<file path="config.mk">
export PLATFORM = sky130hd
export DESIGN_NAME = mcc_cell
export DESIGN_NICKNAME = d
export VERILOG_FILES = /design/src/rtl/core/multichannel_conv3x3_int16_unit_defines.svh /design/src/rtl/core/mcc_pkg.sv /design/src/rtl/core/mcc_cell.sv
export SDC_FILE = /design/constraint.sdc
export NUM_CORES = 2
export LEC_CHECK = 0
export BUFFER_PORTS_ARGS = -buffer_cell sky130_fd_sc_hd__buf_2
export CORE_UTILIZATION = 47
export CTS_BUF_LIST = sky130_fd_sc_hd__clkbuf_8
export DETAILED_ROUTE_END_ITERATION = 8
export GPL_TIMING_DRIVEN = 0
export PLACE_DENSITY_LB_ADDON = 0.08
export SYNTH_ARGS = -nofsm -noshare
export SYNTH_HDL_FRONTEND = slang
export SYNTH_SLANG_ARGS = --single-unit
</file>
<file path="constraint.sdc">
create_clock -name clk -period 12.16 [get_ports clk]
set_input_delay 0.608 -clock clk [delete_from_list [all_inputs] [get_ports clk]]
set_output_delay 0.608 -clock clk [all_outputs]
set_load 0.05 [all_outputs]
</file>
<file path="src/rtl/core/multichannel_conv3x3_int16_unit_defines.svh">
// Assertion macros shared by the convolution unit RTL.
// Included by the top level only; no other dependencies.
`ifndef MULTICHANNEL_CONV3X3_INT16_UNIT_DEFINES_SVH
`define MULTICHANNEL_CONV3X3_INT16_UNIT_DEFINES_SVH

// Check that a condition holds in the same cycle as its trigger.
`define MCC_ASSERT_NOW(label, clk, rst_n, pre, post) \
    label: assert property (@(posedge clk) disable iff (!rst_n) (pre) |-> (post)) \
        else $error("mcc: same-cycle check failed");

// Check that a condition holds in the cycle after its trigger.
`define MCC_ASSERT_NEXT(label, clk, rst_n, pre, post) \
    label: assert property (@(posedge clk) disable iff (!rst_n) (pre) |=> (post)) \
        else $error("mcc: next-cycle check failed");

`endif

</file>
<file path="src/rtl/core/mcc_pkg.sv">
// Shared constants, register codes and cell control type for the 3x3 conv unit.
// No dependencies; used by mcc_cell and the top-level module in rtl/core.
`timescale 1ns / 1ps

package mcc_pkg;

    // Arithmetic and kernel geometry
    localparam int DATA_W         = 16;
    localparam int KERNEL_SIZE    = 3;
    localparam int TAPS           = KERNEL_SIZE * KERNEL_SIZE;
    localparam int MAX_CHANNELS   = 3;

    // Defaults for the top-level parameters
    localparam int DEF_MAX_WIDTH  = 256;
    localparam int DEF_CHANNELS   = 3;

    // Configuration port
    localparam int CFG_DATA_W     = 64;
    localparam int CFG_INDEX_W    = 3;
    localparam int COEF_PER_GROUP = CFG_DATA_W / DATA_W;
    localparam int ROW_WIDTH_W    = 9;
    localparam logic [ROW_WIDTH_W-1:0] ROW_WIDTH_RESET = 9'd256;

    // Row counter saturates once two full rows sit in the line buffer
    localparam int ROW_CNT_W = 2;
    localparam logic [ROW_CNT_W-1:0] ROW_FULL = 2'd2;

    // Register indexes
    typedef enum logic [CFG_INDEX_W-1:0] {
        REG_COEF_GROUP_0,
        REG_COEF_GROUP_1,
        REG_COEF_GROUP_2,
        REG_COEF_GROUP_3,
        REG_COEF_GROUP_4,
        REG_COEF_GROUP_5,
        REG_COEF_GROUP_6,
        REG_ROW_WIDTH
    } mcc_reg_e;

    // Per-cycle enables handed to every window cell
    typedef struct packed {
        logic shift_en;
        logic prod_en;
        logic sum_en;
    } mcc_cell_ctrl_t;

endpackage

</file>
<file path="src/rtl/core/mcc_cell.sv">
// One window column cell: holds a column of pixels, multiplies it by its
// coefficients and reduces the products. Depends on mcc_pkg.
`timescale 1ns / 1ps

module mcc_cell #(
    parameter int CHANNELS = mcc_pkg::DEF_CHANNELS
) (
    input  logic                   clk,
    input  mcc_pkg::mcc_cell_ctrl_t ctrl,
    input  logic [mcc_pkg::KERNEL_SIZE-1:0][CHANNELS-1:0][mcc_pkg::DATA_W-1:0] col_in,
    input  logic [mcc_pkg::KERNEL_SIZE-1:0][CHANNELS-1:0][mcc_pkg::DATA_W-1:0] coef,
    output logic [mcc_pkg::KERNEL_SIZE-1:0][CHANNELS-1:0][mcc_pkg::DATA_W-1:0] col_out,
    output logic [mcc_pkg::DATA_W-1:0]                                          psum
);

    localparam int KS = mcc_pkg::KERNEL_SIZE;
    localparam int DW = mcc_pkg::DATA_W;

    logic [KS-1:0][CHANNELS-1:0][DW-1:0] col_reg;
    logic [KS-1:0][CHANNELS-1:0][DW-1:0] prod_reg;
    logic [KS-1:0][CHANNELS-1:0][DW-1:0] prod_next;
    logic [DW-1:0]                       psum_reg;
    logic [DW-1:0]                       psum_next;

    // Shift the column in from the neighbor
    always_ff @(posedge clk)
    begin
        if (ctrl.shift_en)
        begin
            col_reg <= col_in;
        end
    end

    assign col_out = col_reg;

    // Truncated products, one per row and channel
    always_comb
    begin
        for (int r = 0; r < KS; r++)
        begin
            for (int ch = 0; ch < CHANNELS; ch++)
            begin
                prod_next[r][ch] = DW'(col_reg[r][ch] * coef[r][ch]);
            end
        end
    end

    always_ff @(posedge clk)
    begin
        if (ctrl.prod_en)
        begin
            prod_reg <= prod_next;
        end
    end

    // Reduce the column's products, wrapping at the data width
    always_comb
    begin
        psum_next = '0;
        for (int r = 0; r < KS; r++)
        begin
            for (int ch = 0; ch < CHANNELS; ch++)
            begin
                psum_next = psum_next + prod_reg[r][ch];
            end
        end
    end

    always_ff @(posedge clk)
    begin
        if (ctrl.sum_en)
        begin
            psum_reg <= psum_next;
        end
    end

    assign psum = psum_reg;

endmodule

</file>
* Yosys cells after proc, flatten, opt, wreduce, memory -nomap -nowiden
Index checks and enable logic that the tools add are counted.
** Cells by class
- $mul :: 9
- Add/subtract/negate cells :: 8
** Operator list (number)
- 16-bit by 16-bit multiplier with 16-bit output :: 9
- 16-bit adder :: 8
** Storage, ports and cells
- Flip-flop bits (word level) :: 304
- Output and inout port bits :: 160
- Logic and storage cells :: 36
- Input port bits :: 292

* Longest topological paths before layout
- Word-level depth :: 8
- Mapped depth :: 22
- Depth with buffers taken out :: 21

* Worst setup path after synthesis
Ideal clock, no wire load.
- Path type :: register to register
- Start point :: register col_reg, in the netlist col_out[19]
- End point :: register prod_reg[29] in the netlist's numbering (data pin)
- Clock period less this slack :: 5.615 ns
- Arrival :: 5.357 ns
- Stages on the path, launching flop included :: 20
- Data required time :: 11.902 ns
- Path buffers :: 1
- Setup time :: 0.258 ns
- Setup slack :: 6.545 ns
- Path through :: edfxtp_1 > clkbuf_1 > nand2_1 > fa_1 > inv_1 > fa_1 > ha_1 > fa_1 > inv_1 > fa_1 > fa_1 > inv_1 > ha_1 > and3_1 > a221o_1 > nor4_1 > nor2_1 > a21o_1 > a21oi_1 > xnor2_1
** RTL lines
- from (decl) :: RTL line mcc_cell.sv:19 : logic [KS-1:0][CHANNELS-1:0][DW-1:0] col_reg;
- from (signal assigned) :: RTL line mcc_cell.sv:30 : col_reg <= col_in;
- to (signal assigned) :: RTL line mcc_cell.sv:52 : prod_reg <= prod_next;
- to (decl) :: RTL line mcc_cell.sv:20 : logic [KS-1:0][CHANNELS-1:0][DW-1:0] prod_reg;

==> impl_metrics.tcl <==
set metrics [dict create \
    dpl-instance-area_sq_mm 0.0514 \
    dp_cells 6543 \
    crit_required_ps 12650 \
    clock_sinks 304 \
    pin_count 452 \
    path_class "flip-flop to flip-flop" \
    fp.dieArea_sq_mm 0.102 \
    worst-slew-pin-transition_ps 682 \
    grt_max_degree 101 \
    min_to "col_out[59]" \
    register_area_sq_mm 0.00913 \
    grt_use_total_pct 24.6 \
    min_from "col_in[59]" \
    setup_viol 0 \
    synth-seq-cells 304 \
    drc 0 \
    rr_worst_depth 19 \
    reg2reg_from "col_out[19]" \
    port_buffers 439 \
    nets 6993 \
    finalCritPeriodShare_pct 49.2 \
    crit_fanout 10 \
    synth_simple_gate_area_share_pct 14.3 \
    antenna_found_initial 3 \
    drt_wl_total_mm 122 \
    multi_input_area_sq_mm 0.0336 \
    numCtsBuffers 59 \
    skew_ps 64.0 \
    synth_top_family_by_area "adder cells" \
    synth_area_sq_mm 0.0475 \
    syn-num-nets 6374 \
    drv_slew 0 \
    grt_pass1_vias 35617 \
    synth_edf_count 304 \
    layout_min_cycle_time_ps 5980 \
    clk_latency_ps 750 \
    cp.arrival_ps 6470 \
    ys_types 47 \
    ys_warn_count 0 \
    hold_depth 1 \
    fin_cells 6770 \
    setup_ws_ps 6180 \
    postSynthAreaPerCell_sq_um 9.89 \
    grt.overflow.total 0 \
    synth_fa_ha_area_share_pct 46.6 \
    die_h_um 320 \
    run_status "finished, final reports clean" \
    fin_setup_tns_ps 0 \
    pre_cts_ws_ps 5890 \
    syn2layout_area_growth_pct 13.0 \
    fin_area_sq_mm 0.0537 \
    core_area_sq_mm 0.100 \
    synth_compound_area_share_pct 2.74 \
    cts_resized 0 \
    synth_xor_area_share_pct 7.04 \
    hold_class "primary input to flip-flop" \
    drv_cap 0 \
    fill_cells 9407 \
    slew_headroom_pct 53.9 \
    grt_pass1_wl_mm 194 \
    ys_async_sr_fraction_pct 0 \
    clk_path_buf_depth 3 \
    rows 116 \
    avgViaCountPerCell 4.86 \
    worst_setup_path_start_kind "flip-flop" \
    rsz0062_at_grt "no" \
    htreeDepth 2 \
    syn_inst 4804 \
    gp_congestion 0.873 \
    r2r_slack_ps 6180 \
    hpwl_mm 98.2 \
    start_util_pct 47.4 \
    ant_nets 0 \
    root_buffer "clkbuf_8" \
    synth_top_flop_cell "edfxtp_1" \
    drive_gt1_share_pct 9.69 \
    fmax_mhz 167 \
    muxShareOfSynthArea_pct 0 \
    rr_endpoint "prod_reg[29]" \
    yosysSeqAreaShare_pct 19.2 \
    routedWlPerCell_um 17.9 \
    firstDrtPassIters 5 \
    end_kind "flip-flop" \
    die_w_um 320 \
    cts_tree "done" \
    clk_pin_slew_ps 70 \
    via_count 32882 \
    initialDrtViolationCount 1543 \
    hold_viol_final 0 \
]
==> logic make-up after synthesis <==
| kind of cell | count (synthesis) |
|---|---|
| XOR/XNOR | 382 |
| adder cells (fa/ha/maj) | 1278 |
| AO/OA/AOI/OAI | 196 |
| flip-flops | 304 |
| buffers and inverters | 1275 |
| AND/OR/NAND/NOR | 1369 |
==> per-layer routing <==
metal | GRT usage [%] | vias to the layer above | share of wire [%]
met2 | 43.0 | 702 | 50
met4 | 7.44 | 0 | 2.8
met1 | 32.0 | 16432 | 43
met3 | 2.66 | 170 | 3.9
li1 | - | 15578 | -
met5 | 0 | - | 0
==> worst max-delay path, cell delays in order (launching register included) <==
cell	delay, ps
edfxtp_1	510
clkbuf_1	450
nand2_1	150
fa_1	570
inv_1	50
fa_1	450
ha_1	210
fa_1	480
inv_1	50
fa_1	500
fa_1	500
inv_1	40
ha_1	330
and3_1	200
a221o_1	330
nor4_1	330
nor2_1	140
a21o_1	210
a21oi_1	170
xnor2_1	80
==> layout make-up <==
cell class | instances | share of cell area [%]
Multi-Input combinational cell | 3225 | 62.5
Buffer | 124 | 0.867
Clock buffer | 59 | 1.51
Inverter | 1151 | 8.05
Antenna cell | 2 | 0.00932
Clock inverter | 49 | 0.587
Tap cell | 1298 | 3.03
Sequential cell | 304 | 17.0
Timing Repair Buffer | 558 | 6.40
==> metrics by stage <==
step | util [%] | hold WS [ps]
3_3_place_gp | 51.2 | 748
4_1_cts | 53.6 | 0.172
5_1_grt | 53.6 | 26.9
3_5_place_dp | 51.3 | 749
2_1_floorplan | - | 680
6_report | 53.6 | 86.8
==> placed cells by master, fill, tap and decap left out, types with 7 or more instances in the layout <==
cell type,Yosys,routed
nor3_1,10,10
dlygate4sd3_1,0,117
o21a_1,12,12
o21bai_1,10,10
and3_1,8,8
a21oi_1,64,64
buf_2,0,437
clkinv_2,0,8
nand2b_1,10,10
o211ai_1,12,12
nand3_1,19,19
clkinv_1,0,12
ha_1,457,457
nand2_1,658,658
clkbuf_1,124,124
inv_1,1151,1167
or4_1,7,7
a21o_1,18,18
and2_1,594,594
nor2_1,45,45
clkinvlp_4,0,8
o21ai_0,34,34
fa_1,821,821
xnor2_1,302,302
edfxtp_1,304,304
xor2_1,80,80
nor2b_1,8,8
clkbuf_8,0,59
==> how the worst max path moves through the flow <==
stage	slack [ps]	from	to
after global placement	5910	coef[114]	prod_reg[127]
after detailed placement	5890	coef[114]	prod_reg[127]
after CTS	6200	col_out[19]	prod_reg[29]
after global routing	5900	col_out[19]	prod_reg[29]
final	6180	col_out[19]	prod_reg[29]
after floorplan	6550	col_out[19]	prod_reg[29]
==> synthesized netlist by cell type (all sizes together) (4+ instances only) <==
cell     number  area [sq um]
a21o         18           135
a21oi        66           338
a31oi         5          31.3
and2        594          3720
and3          8          50.1
clkbuf      124           465
edfxtp      304          9130
fa          821         16400
ha          457          5720
inv        1151          4320
nand2       658          2470
nand2b       10          62.6
nand3        19          95.1
nor2         45           169
nor2b         8          50.1
nor3         10          50.1
o2111ai       6          52.6
o211a         4          40.0
o211ai       12          90.1
o21a         12          90.1
o21ai        34           170
o21bai       10          75.1
o31ai         4          30.0
or3           6          37.5
or4           7          52.6
xnor2       302          2650
xor2         80           701
==> repair_timing <==
item | in CTS | in global routing
buffers inserted | 0 | 0
hold buffers | 117 | 0
endpoints found under the hold margin | 117 | 0
Power is left out: the tool's default activity adds up to more than one toggle a clock period on the data nets, which glitch-free logic cannot reach.
